## src/design/gnb_ram.sv

```systemverilog
`timescale 1ns / 1ps
// Generic single-write, single-read RAM with registered read data.
module gnb_ram #(
  parameter int WIDTH = 8,
  parameter int DEPTH = 32,
  localparam int AW = $clog2(DEPTH)
) (
  input  logic             clk,
  input  logic             we,
  input  logic [AW-1:0]    waddr,
  input  logic [WIDTH-1:0] wdata,
  input  logic [AW-1:0]    raddr,
  output logic [WIDTH-1:0] rdata
);

  logic [WIDTH-1:0] mem [DEPTH];

  always_ff @(posedge clk) begin
    if (we) begin
      mem[waddr] <= wdata;
    end
    rdata <= mem[raddr];
  end

endmodule

```

## config.mk

```make
export PLATFORM = sky130hd
export DESIGN_NAME = gnb_ram
export DESIGN_NICKNAME = d
export VERILOG_FILES = /design/src/design/gnb_ram.sv
export SDC_FILE = /design/constraint.sdc
export NUM_CORES = 1
export LEC_CHECK = 0
export BUFFER_PORTS_ARGS = -buffer_cell sky130_fd_sc_hd__buf_2
export CAP_MARGIN = 20
export CORE_ASPECT_RATIO = 1.5
export CORE_MARGIN = 2
export CORE_UTILIZATION = 45
export DETAILED_ROUTE_END_ITERATION = 10
export GPL_ROUTABILITY_DRIVEN = 0
export MAX_ROUTING_LAYER = met4
export SYNTH_ARGS = -nofsm -noshare
export SYNTH_HDL_FRONTEND = slang
export SYNTH_SLANG_ARGS = --single-unit
```

## constraint.sdc

```tcl
create_clock -name clk -period 4.7 [get_ports clk]
set_input_delay 0.94 -clock clk [delete_from_list [all_inputs] [get_ports clk]]
set_output_delay 0.94 -clock clk [all_outputs]
set_load 0.02 [all_outputs]
```

==> reports/qor.txt, run 1 <==
Met2 Routed Length: 12.18 mm
Core Region: 0.02213 mm²
root buf cell: clkbuf_16
post-layout util: 50.68%
maxcap violations: 0
vias post-DR: 4331
I/O pins: 28
CP peak stage delay: 0.63 ns
setup TNS: 0 ns
routed len/inst: 28.61 µm
Hold Crit Class: in2reg
Die W: 126.0 µm
skew final: 0.01232 ns
Post-CTS Resized: 0
Worst-Margin Slew: 0.9634 ns
RSZ-0062 raised after global routing: no
unique cell type count in the Yosys netlist: 15
clock slew at reported path FFs: 0.06 ns
slowest CP cell: buf_2
antenna cells: 0
Final Hold Fails: 0
crit-path cells: buf_2 > buf_12 > mux4_2 > mux4_2 > mux2_2
fin crit share: 57.41%
clock buffer depth: 3
Inst Count DP: 703
H-tree depth: 1
ANT nets after route: 0
final cell count without fillers: 746
Highest Clock Rate: 370.6 MHz
CTS tree: built
Arr. time, crit path: 3.10 ns
Pwr per Cell Area: 420.7 mW/mm²
global-route wire length before repair: 31.85 mm
fin nets: 474
Worst-Skew Late Latency: 0.52 ns
GRT Resource Usage Total: 19.10%
Post-Synthesis Cell Area: 0.01005 mm²
CP Launch Type: input pin
final setup vio count: 0
status: completed
syn avg cell area: 24.11 µm²
Worst slew margin: 35.54%
CTS Hold Bufs: 0
setup bufs post-CTS: 0
worst vdd ir: 0.0002396 V
post-DR vias/cell: 5.806
Remaining DRCs: 0
dominant cell type by area after synthesis: edfxtp_1
clock sink count: 264
Area contributors post-synth: edfxtp_1, mux4_2, dfxtp_1, nor2_1, mux2_2
initial antenna violation count: 0
Ys Warns: 0
met1 wire length: 7.670 mm
Final Critical Period: 2.698 ns
Synth top area share: 76.47%
Cells after Synth: 417
metal3 WL: 1.137 mm
vias in the first global route: 4678
buffers added on ports: 27
layout cells sized above 1: 32.13%
crit end category: register
fin. max-slew vios: 0
Area Overhead vs Synth: 11.57%
grt total ovfl: 0
setup slack, reg-to-reg: 2.88 ns
drt total wl: 21.34 mm
post-synthesis sequential element count: 264
critical path type: in2reg
Num CTS Buffers: 25
syn_nets: 437
largest net degree at the start of global routing: 35
Rows: 67
Initial Utilization: 45.43%
CP max FO: 34
Seq/Total Area, Yosys: 78.06%
initial detailed-routing violation count: 459
DRT Pass-1 Iters: 4
Top cell by count, worst path: mux4_2
Die ar.: 0.02358 mm²
Leak Pwr: 3.458 nW
highest routed layer: met4
Chip Height: 187.1 µm
post-DP HPWL: 14.14 mm
Layout fillers: 1789
CP required: 5.10 ns
[layout make-up]
class,instances,area (µm²),share of cell area (%)
clock inverter,15,102.6,0.9147
multi-input combinational,133,2100,18.72
timing repair buffer,30,185.2,1.651
tap,276,345.3,3.079
clock buffer,28,636.9,5.678
sequential,264,7848,69.96
[cell usage in the layout, fill, tap and decap left out, types with 3 or more instances in the layout]
cell type,synthesis,final
buf_2,1,26
clkbuf_1,6,3
clkbuf_16,0,25
clkinv_1,0,10
dfxtp_1,8,8
edfxtp_1,256,256
mux2_2,8,8
mux4_2,80,80
nand3b_1,5,5
nor2_1,33,33
or3b_2,3,3
[routing by layer]
layer	up-vias	track usage, %
met2	125	34.99
li1	1853	-
met5	-	-
met4	0	4.269
met1	2326	22.34
met3	27	2.574
[cells by family (layout without fill, tap and decap cells)]
kind of cell,Yosys count,count (layout),synth area share (%)
AND/OR/NAND/NOR,45,45,2.066
flip-flops,264,264,78.06
buffers and inverters,20,73,1.058
multiplexers,88,88,18.82
[Yosys cell counts (all sizes together)]
| cell | number |
|---|---|
| mux4 | 80 |
| mux2 | 8 |
| nand2 | 1 |
| nand3 | 2 |
| edfxtp | 256 |
| dfxtp | 8 |
| nor2 | 33 |
| or3b | 3 |
| nand3b | 5 |
| or3 | 1 |
| buf | 14 |
| clkbuf | 6 |
[registers in the layout (all words and copies together), names as in the netlist]
register / count
mem: 256
rdata: 8
[metrics by stage]
stage / hold WS, ns / area (µm²) / setup slack [ns] / total power, mW
floorplan: 0.8652 / 10050 / 1.958 / 2.826
global placement: 0.8875 / 10480 / 1.411 / 2.936
detailed placement: 0.8958 / 10480 / 1.397 / 2.943
CTS: 0.8664 / 11220 / 1.943 / 4.760
global route: 0.8666 / 11220 / 1.888 / 4.870
finish: 0.8852 / 11220 / 2.002 / 4.720
[power by group]
| part | switching [mW] | internal (mW) | leakage [nW] |
|---|---|---|---|
| combinational | 0.151 | 0.105 | 0.724 |
| clock | 0.810 | 1.02 | 0.361 |
| sequential | 0.0108 | 2.62 | 2.37 |
| total | 0.971 | 3.75 | 3.46 |
[critical path, delay by kind of cell]
kind / cells / cell delay [ns]
buffers and inverters: 2 / 0.94
multiplexers: 3 / 1.18
[final timing paths]
path | start | to | cells after the start
worst max-delay path | raddr[2] | rdata[0] | 5
worst min-delay path | raddr[3] | rdata[2] | 2
worst max register to register | mem[29][2] | rdata[2] | 3
worst min register to register | mem[26][0] | rdata[0] | 3
No activity file was read; power rests on OpenSTA's default activity.
==> inputs of run 2 (changes only) <==
clock period = 2.8 ns   (was 4.7 ns; I/O delays follow)
==> run 2 against run 1 <==
Clock power grew 95%. Cell count rose by 5.6%. Non-clock buffer count is 39 higher. First-iteration DRC count fell by 7.8%. Power grew 78%. Setup slack worse by 1.2 ns. Core utilization up 2.1 points. Register-to-register slack lost 1.9 ns. Largest power group unchanged.
==> reports/qor.txt, run 2 (same netlist as run 1, synthesis figures left out) <==
Worst-Margin Slew: 0.6496 ns (was 0.9634 ns)
initial antenna violation count: 0 (unchanged)
CTS Hold Bufs: 0 (unchanged)
Most flops, register: mem (unchanged)
root buf cell: clkbuf_16 (unchanged)
routed len/inst: 27.68 µm (was 28.61 µm)
CP Launch Point: raddr[0] (was raddr[2])
GRT met1 Usage: 22.67% (was 22.34%)
Die W: 126.0 µm (unchanged)
Remaining DRCs: 0 (unchanged)
Pwr per Cell Area: 721.2 mW/mm² (was 420.7 mW/mm²)
Final Critical Period: 1.993 ns
critical path type: in2reg (unchanged)
worst vdd ir: 0.0004149 V (was 0.0002396 V)
Worst slew margin: 56.69% (was 35.54%)
buffers added on ports: 27 (unchanged)
setup TNS: 0 ns (unchanged)
Die ar.: 0.02358 mm² (unchanged)
met2 usage: 34.70% (was 34.99%)
CTS tree: built (unchanged)
most common cell after layout, fill and taps aside: edfxtp_1 (unchanged)
H-tree depth: 1 (unchanged)
Final Hold Fails: 0 (unchanged)
fin. max-slew vios: 0 (unchanged)
post-DR vias/cell: 5.736 (was 5.806)
initial detailed-routing violation count: 423 (was 459)
met3 Usage GRT: 2.117% (was 2.574%)
CP max FO: 25 (was 34)
GRT Resource Usage Total: 19.39% (was 19.10%)
r2r startpoint: mem[29][2] (unchanged)
final setup vio count: 0 (unchanged)
Initial Utilization: 45.43% (unchanged)
DRT Pass-1 Iters: 4 (unchanged)
max FFs per register: 256 (unchanged)
vias in the first global route: 4885 (was 4678)
global-route wire length before repair: 32.19 mm (was 31.85 mm)
antenna cells: 0 (unchanged)
Chip Height: 187.1 µm (unchanged)
RSZ-0062 raised after global routing: no (unchanged)
ANT nets after route: 0 (unchanged)
final instance area: 0.01167 mm² (was 0.01122 mm²)
Worst-Skew Late Latency: 0.53 ns (was 0.52 ns)
layout cells sized above 1: 39.26% (was 32.13%)
Area Overhead vs Synth: 16.10% (was 11.57%)
clock sink count: 264 (unchanged)
I/O pins: 28 (unchanged)
Post-CTS Resized: 0 (unchanged)
crit end category: register (unchanged)
fin nets: 513 (was 474)
min-delay src: raddr[3] (unchanged)
skew final: 0.01020 ns (was 0.01232 ns)
CP required: 3.21 ns (was 5.10 ns)
grt total ovfl: 0 (unchanged)
Rows: 67 (unchanged)
setup bufs post-CTS: 0 (unchanged)
clock buffer depth: 3 (unchanged)
CP Launch Type: input pin (unchanged)
Design Power: 8.418 mW (was 4.720 mW)
Leak Pwr: 3.740 nW (was 3.458 nW)
drt total wl: 21.81 mm (was 21.34 mm)
most frequent cells in the layout: edfxtp_1, mux4_2, buf_4, nor2_1, buf_2 (was edfxtp_1, mux4_2, nor2_1, buf_2, clkbuf_16)
vias post-DR: 4520 (was 4331)
multi-input logic area: 0.002100 mm² (unchanged)
Placement Cell Area: 0.01080 mm² (was 0.01048 mm²)
Core Region: 0.02213 mm² (unchanged)
post-DP HPWL: 14.30 mm (was 14.14 mm)
Hold Crit Class: in2reg (unchanged)
register area: 0.007848 mm² (unchanged)
clock slew at reported path FFs: 0.06 ns (about the same)
Num CTS Buffers: 25 (unchanged)
Highest Clock Rate: 501.7 MHz
biggest regs: mem: 256 flops, rdata: 8 flops (unchanged)
maxcap violations: 0 (unchanged)
global routing's busiest layer: met2 (unchanged)
largest net degree at the start of global routing: 41 (was 35)
Layout fillers: 1711 (was 1789)
fin crit share: 71.19%
Arr. time, crit path: 2.40 ns (was 3.10 ns)
status: completed (unchanged)
-- run 2: cell count changes in the layout (fill, tap and decap cells not counted), sizes merged --
cell | previous run | this run
buf | 30 | 69
bufinv | 1 | 5
clkinv | 13 | 10
clkinvlp | 0 | 2
-- run 2: final timing paths --
| check | cells past startpoint | slack, ns | to |
|---|---|---|---|
| max | 5 | 0.81 | rdata[4] |
| min | 2 | 0.51 | rdata[5] |
| max reg2reg | 3 | 0.94 | rdata[2] |
| min reg2reg | 3 | 0.91 | rdata[6] |
-- run 2: metrics by stage --
| step | hold slack, ns | util, % | setup WS (ns) | cells |
|---|---|---|---|---|
| final | 0.5123 | 52.74 | 0.8067 | 788 |
| after global routing | 0.4938 | 52.74 | 0.7568 | 788 |
| after CTS | 0.4896 | 52.74 | 0.7841 | 788 |
| after detailed placement | 0.8928 | 48.78 | 0.2522 | 742 |
| after global placement | 0.8874 | 48.78 | 0.2480 | 742 |
| after floorplan | 0.6589 | - | 0.4376 | 417 |
-- run 2: worst max-delay path, cell delays in order --
cell	delay, ns
buf_4	0.20
buf_12	0.25
mux4_2	0.58
mux4_2	0.51
mux2_2	0.28
-- run 2: metal layers --
metal / vias up / wire length [µm] / part of all wire [%]
met5: - / 0 / 0
met4: 0 / 699 / 3.2
met3: 38 / 1137 / 5.2
met2: 133 / 12120 / 56
met1: 2417 / 7853 / 36
li1: 1932 / - / -
-- run 2: report_power, final --
group | switching, mW | leakage [nW] | internal, mW
Clock | 1.44 | 0.425 | 2.12
Combinational | 0.254 | 0.942 | 0.191
Sequential | 0.0237 | 2.37 | 4.39
Total | 1.72 | 3.74 | 6.70
-- run 2: layout make-up --
cell class | count | share of cell area, %
Multi-Input combinational cell | 133 | 17.99
Clock buffer | 28 | 5.456
Clock inverter | 18 | 2.058
Tap cell | 276 | 2.959
Timing Repair Buffer | 69 | 4.309
Sequential cell | 264 | 67.23
