File: src/design/gnb_pkg.sv
`timescale 1ns / 1ps
// Shared constants, types and codes of the n-body step unit.
package gnb_pkg;

  localparam int FRAC_BITS      = 32;
  localparam int MAX_BODIES_DEF = 32;
  localparam int POS_W          = 48;
  localparam int MASS_W         = 16;
  localparam int RAD_W          = 12;
  localparam int GM_W           = 32;
  localparam int FUNC_W         = 2;
  localparam int INDEX_W        = 5;
  localparam int T_FRAC         = 32;
  localparam int T_W            = 64;

  localparam int DIFF_W  = POS_W + 1;
  localparam int D2_W    = 2 * DIFF_W;
  localparam int REM_W   = D2_W + 1;
  localparam int ROOT_W  = DIFF_W;
  localparam int UX_W    = FRAC_BITS + 1;
  localparam int GMM_W   = GM_W + MASS_W;
  localparam int RSQ_W   = 2 * RAD_W;
  localparam int DIGIT_W = 16;
  localparam int MUL_A_W = 64;
  localparam int MUL_B_W = 64;
  localparam int PROD_W  = MUL_A_W + MUL_B_W;
  localparam int ITER_W  = $clog2(2 * FRAC_BITS + 2);

  localparam logic [ITER_W-1:0] STEPS_MUL  = ITER_W'(MUL_B_W / DIGIT_W);
  localparam logic [ITER_W-1:0] STEPS_SQRT = ITER_W'(D2_W / 2);
  localparam logic [ITER_W-1:0] STEPS_TDIV = ITER_W'(2 * FRAC_BITS + 1);
  localparam logic [ITER_W-1:0] STEPS_UDIV = ITER_W'(FRAC_BITS + 1);

  localparam logic [GM_W-1:0]  GM_RESET = GM_W'(286474319);
  localparam logic [POS_W-1:0] TERM_CAP = {1'b1, {(POS_W-1){1'b0}}};

  localparam logic [FUNC_W-1:0] FUNC_ADD   = 2'd0;
  localparam logic [FUNC_W-1:0] FUNC_CLEAR = 2'd1;
  localparam logic [FUNC_W-1:0] FUNC_STEP  = 2'd2;

  typedef enum logic [1:0] {
    OP_MUL,
    OP_DIV,
    OP_SQRT
  } alu_op_t;

  typedef struct packed {
    logic              start;
    alu_op_t           op;
    logic [ITER_W-1:0] steps;
  } alu_ctl_t;

  typedef struct packed {
    logic [POS_W-1:0]  pos_x;
    logic [POS_W-1:0]  pos_y;
    logic [POS_W-1:0]  vel_x;
    logic [POS_W-1:0]  vel_y;
    logic [MASS_W-1:0] mass;
    logic [RAD_W-1:0]  radius;
  } body_rec_t;

endpackage

File: src/design/gnb_alu.sv
`timescale 1ns / 1ps
// Shared iterative unit: digit-serial multiply, restoring divide, digit square root.
module gnb_alu import gnb_pkg::*; (
  input  logic              clk,
  input  logic              rst,
  input  alu_ctl_t          ctl,
  input  logic [D2_W-1:0]   opa,
  input  logic [D2_W-1:0]   opb,
  output logic              busy,
  output logic [PROD_W-1:0] result
);

  alu_op_t                     mode;
  logic                        first;
  logic [ITER_W-1:0]           cnt;
  logic [REM_W-1:0]            rem;
  logic [D2_W-1:0]             den;
  logic [D2_W-1:0]             sh;
  logic [PROD_W-1:0]           acc;
  logic [REM_W-1:0]            cand;
  logic [REM_W-1:0]            subtr;
  logic [REM_W:0]              diff;
  logic                        ge;
  logic [MUL_A_W+DIGIT_W-1:0]  pp;

  always_comb begin
    if (mode == OP_SQRT) begin
      cand  = {rem[REM_W-3:0], sh[D2_W-1 -: 2]};
      subtr = {acc[REM_W-3:0], 2'b01};
    end else begin
      cand  = first ? rem : {rem[REM_W-2:0], 1'b0};
      subtr = {1'b0, den};
    end
    diff = {1'b0, cand} - {1'b0, subtr};
    ge   = !diff[REM_W];
    pp   = den[MUL_A_W-1:0] * sh[MUL_B_W-1 -: DIGIT_W];
  end

  always_ff @(posedge clk) begin
    if (rst) begin
      busy <= 1'b0;
    end else if (ctl.start) begin
      busy  <= 1'b1;
      mode  <= ctl.op;
      cnt   <= ctl.steps;
      first <= 1'b1;
      acc   <= '0;
      rem   <= (ctl.op == OP_DIV) ? {1'b0, opa} : '0;
      den   <= (ctl.op == OP_MUL) ? opa : opb;
      sh    <= (ctl.op == OP_SQRT) ? opa : opb;
    end else if (busy) begin
      first <= 1'b0;
      cnt   <= cnt - 1'b1;
      if (cnt == ITER_W'(1)) begin
        busy <= 1'b0;
      end
      unique case (mode)
        OP_MUL: begin
          acc <= (acc << DIGIT_W) + PROD_W'(pp);
          sh  <= sh << DIGIT_W;
        end
        OP_DIV: begin
          rem <= ge ? diff[REM_W-1:0] : cand;
          acc <= {acc[PROD_W-2:0], ge};
        end
        OP_SQRT: begin
          rem <= ge ? diff[REM_W-1:0] : cand;
          acc <= {acc[PROD_W-2:0], ge};
          sh  <= sh << 2;
        end
        default: ;
      endcase
    end
  end

  assign result = acc;

endmodule

File: config.mk
export PLATFORM = sky130hd
export DESIGN_NAME = gnb_alu
export DESIGN_NICKNAME = d
export VERILOG_FILES = /design/src/design/gnb_pkg.sv /design/src/design/gnb_alu.sv
export SDC_FILE = /design/constraint.sdc
export NUM_CORES = 2
export LEC_CHECK = 0
export BUFFER_PORTS_ARGS = -buffer_cell sky130_fd_sc_hd__buf_2
export CAP_MARGIN = 20
export CORE_ASPECT_RATIO = 1.1
export CORE_MARGIN = 2
export CORE_UTILIZATION = 42
export CTS_BUF_LIST = sky130_fd_sc_hd__clkbuf_2
export DETAILED_ROUTE_END_ITERATION = 10
export PLACE_DENSITY = 0.55
export SETUP_SLACK_MARGIN = 0.02
export SYNTH_ARGS = -nofsm -noshare
export SYNTH_HDL_FRONTEND = slang
export SYNTH_SLANG_ARGS = --single-unit
File: constraint.sdc
create_clock -name clk -period 16.6 [get_ports clk]
set_input_delay 0.83 -clock clk [delete_from_list [all_inputs] [get_ports clk]]
set_output_delay 0.83 -clock clk [all_outputs]
set_load 0.05 [all_outputs]
==> impl.org <==
** Clock tree
- CTS H-tree lvls :: 4
- The clock drives 434 sinks.
- TritonCTS built the clock tree.
- The clock passes through at most 3 buffers.
- CTS placed an instance of clkbuf_2 at the clock tree root.
- Clock buffers created by TritonCTS :: 134
- Clock latency of the later-clocked register in the worst-skew pair :: 1690 ps
- Total of cells resized after clock tree synthesis :: 0
- After clock tree synthesis, the clock-pin slew on the worst setup and hold paths is 100 ps.
- After clock tree synthesis, the setup repair step added 0 buffers.

** Layout
- The sequential cells in the finished layout cover a total of 0.0130 mm^2.
- Area Overhead vs Synth :: 14.5%
- # fillers :: 15200
- Leaving out fill and tap cells, the most frequent cell in the layout is inv_1.
- Top library cells by usage in the layout, fill and taps aside :: inv_1 (1188), nand2_1 (1092), fa_1 (931)
- In the final layout, the multi-input gates occupy 0.0464 mm^2.
- Layout cells sized above 1 :: 9.55%
- The net count of the finished layout is 9406.

** Yosys
- Share of flip-flops with an asynchronous set or reset :: 0%
- Number of cells produced by synthesis :: 7411
- In this run, synthesis inferred 433 flip-flops with an integrated enable.
- Distinct cells, synth :: 92
- The share of the Yosys chip area taken by registers is 19.9%.
- In the synthesized netlist the dominant register cell turns out to be edfxtp_1.
- Counting flops and latches in the post-synthesis netlist gives 434.
- Number of nets in the synthesized netlist :: 8821
- YS warnings :: 0
- Avg Inst Size Synth :: 8.85 um^2
- The mapped netlist covers 0.0656 mm^2.

** Run status
- The flow ran to the end, and the final reports show no timing, DRC or antenna violations.

** Timing
- Setup-failing EPs final :: 0
- For the pin with the worst max-slew slack, the measured transition is 1220 ps.
- The worst path needs 9360 ps of the cycle, external delays included.
- Worst Hold Margin :: 203 ps
- Unrepaired setup endpoints after global routing :: false
- Period Utilization, post-route :: 56.4%
- Max-slew headroom :: 18.3%
- The total count of max-transition violations in the final report is 0.
- Setup_tns :: 0 ps
- Derived from the worst setup path, the maximum achievable clock frequency is 0.107 GHz.
- Between clock sinks in the finished design, the worst skew comes to 167 ps.
- Endpoints failing hold :: 0

** Worst setup path
- Endpoint type of the worst setup path :: flip-flop
- Critical Path Source Type :: flip-flop
- For this design, the slowest cell found on the critical path is edfxtp_1.
- Critical-path maximum fanout :: 46
- On the worst path, the slowest cell contributes a delay of 1030 ps.
- The worst setup path is of the reg2reg kind.
- Among the stages of the critical path, the cell type that occurs most often is fa_1.
- The critical path goes through buf_4 > and2_1 > fa_1 > fa_1 > fa_1 > fa_1 > fa_1 > inv_1 > fa_1 > inv_1 > ha_1 > nand4_4 > or2_0 > or3_1 > a211oi_2 > o211ai_1 > nand3_2 > a21oi_4 > nor4_4 > nand4_2 > or4_1 > a311oi_1.
- For the worst setup path, the data required time is 18010 ps.
- STA puts the critical path data arrival time at 10770 ps.

** Routing
- Remaining design rule violation count :: 0
- Initial detailed-routing violation count :: 5308
- Detailed-route vias per instance :: 5.69
- Detailed Route WL :: 260000 um
- The first detailed-routing pass took 6 iterations.
- Post-route ant nets :: 0
- In the final routed layout, each cell accounts on average for 25.5 um.
- Via count :: 57900

** Die
- Core Area :: 0.156 mm^2
- The floorplan has 152 rows.
- Pin placement for this block handled 337 I/O pins.
- Initial standard-cell utilization of the core :: 42.2%
- The floorplan step set the die height to 419 um.
- In this run the horizontal extent of the chip is 381 um.
- Die Area :: 0.159 mm^2

** Place
- Buffers placed on the I/O ports in this run total 336.
- The HPWL after detailed placement is 194000 um.
- Placer congestion estimate :: 0.983

** GRT
- Global routing consumed, over all layers together, 32.6% of the routing resources.
- Remaining global-route overflow :: 0
- The initial antenna violation count was 27.
- The number of global-route vias before repair is 59900.
- The first global-routing pass estimated 387000 um of wire.
- Entering global routing, the biggest net connects 179 pins.

** Min path
- Min-Delay Path Class :: in2reg

** Run
- Max-cap violations in this run came to 0.
synthesized netlist by cell type (19+ instances only):
| cell type | count | area share [%] |
|---|---|---|
| nor2b_1 | 101 | 0.96 |
| xnor2_1 | 104 | 1.4 |
| inv_1 | 1188 | 6.8 |
| o21a_1 | 25 | 0.29 |
| a21oi_1 | 451 | 3.4 |
| a31oi_1 | 22 | 0.21 |
| buf_2 | 39 | 0.30 |
| nor2_1 | 291 | 1.7 |
| nor3_1 | 45 | 0.34 |
| ha_1 | 271 | 5.2 |
| nand3_1 | 73 | 0.56 |
| xor2_1 | 82 | 1.1 |
| mux2_2 | 99 | 1.7 |
| edfxtp_1 | 433 | 20 |
| and2_1 | 382 | 3.6 |
| clkbuf_1 | 395 | 2.3 |
| nand2b_1 | 19 | 0.18 |
| nand2_1 | 1092 | 6.2 |
| and3_1 | 35 | 0.33 |
| nand4_1 | 84 | 0.80 |
| a211oi_1 | 132 | 1.5 |
| o21ai_0 | 324 | 2.5 |
| mux2i_1 | 308 | 4.7 |
| o21bai_1 | 42 | 0.48 |
| fa_1 | 931 | 28 |
| a21o_1 | 98 | 1.1 |
| buf_1 | 30 | 0.17 |
| or3_1 | 22 | 0.21 |
| o21ai_1 | 29 | 0.22 |
layer usage:
layer / share of wire [%] / vias to the layer above / global-route usage [%]
met5: 0.053 / - / 0
met4: 5.7 / 22 / 16.0
met3: 9.1 / 619 / 6.75
met2: 46 / 2844 / 52.5
met1: 39 / 29100 / 41.6
li1: - / 25300 / -
sequential cells by signal (all words and copies together) (netlist names):
name,cells
mode,2
rem,99
sh,98
busy,1
first,1
result,128
den,98
cnt,7
cell type report:
| class | count | share of cell area [%] |
|---|---|---|
| Multi-Input combinational cell | 5318 | 61.7 |
| Sequential cell | 434 | 17.3 |
| Timing Repair Buffer | 918 | 9.88 |
| Inverter | 1190 | 5.95 |
| Tap cell | 2079 | 3.46 |
| Clock buffer | 176 | 1.17 |
| Clock inverter | 51 | 0.388 |
| Antenna cell | 18 | 0.0600 |
final timing paths:
check / startpoint / endpoint / slack [ps] / depth (start not counted)
hold / removal: opb[62] / sh[62]$_DFFE_PP_ / 200 / 4
setup reg to reg: sh[61]$_DFFE_PP_ / result[125]$_SDFFCE_PP0P_ / 7240 / 22
setup / recovery: sh[61]$_DFFE_PP_ / result[125]$_SDFFCE_PP0P_ / 7240 / 22
hold reg to reg: sh[3]$_DFFE_PP_ / sh[5]$_DFFE_PP_ / 570 / 2
logic make-up after synthesis:
| logic type | Yosys count | synth area share [%] |
|---|---|---|
| multiplexers | 407 | 6.40 |
| AND/OR/NAND/NOR | 2212 | 15.8 |
| adder cells (fa/ha/maj) | 1202 | 33.6 |
| AO/OA/AOI/OAI | 1311 | 12.3 |
| XOR/XNOR | 186 | 2.48 |
| flip-flops | 434 | 19.9 |
| buffers and inverters | 1659 | 9.60 |
stage by stage:
step / utilization [%] / cells / area, um^2 / worst slack, ps
after floorplan: - / 7411 / 65600 / 4610
after global placement: 44.3 / 9440 / 68800 / 7120
after detailed placement: 44.3 / 9441 / 68900 / 6990
after CTS: 48.2 / 10200 / 75000 / 6910
after global routing: 48.3 / 10200 / 75100 / 6910
final: 48.3 / 10200 / 75100 / 7240
worst max-delay path, delay by kind of cell (launching register included):
| kind | cells | cell delay, ps |
|---|---|---|
| buffers and inverters | 3 | 720 |
| adders and majority gates | 7 | 3420 |
| AOI/OAI and AO/OA | 4 | 1220 |
| and+or+nand+nor | 8 | 2640 |
| DFF | 1 | 1030 |
what timing repair did:
item                       4_1_cts  5_1_grt
setup endpoints to repair        0        0
hold endpoints to repair       470        0
hold buffers                   494        0
Power is not shown: default switching activity piles up to over one toggle a cycle in this logic, so the estimate is an artifact.
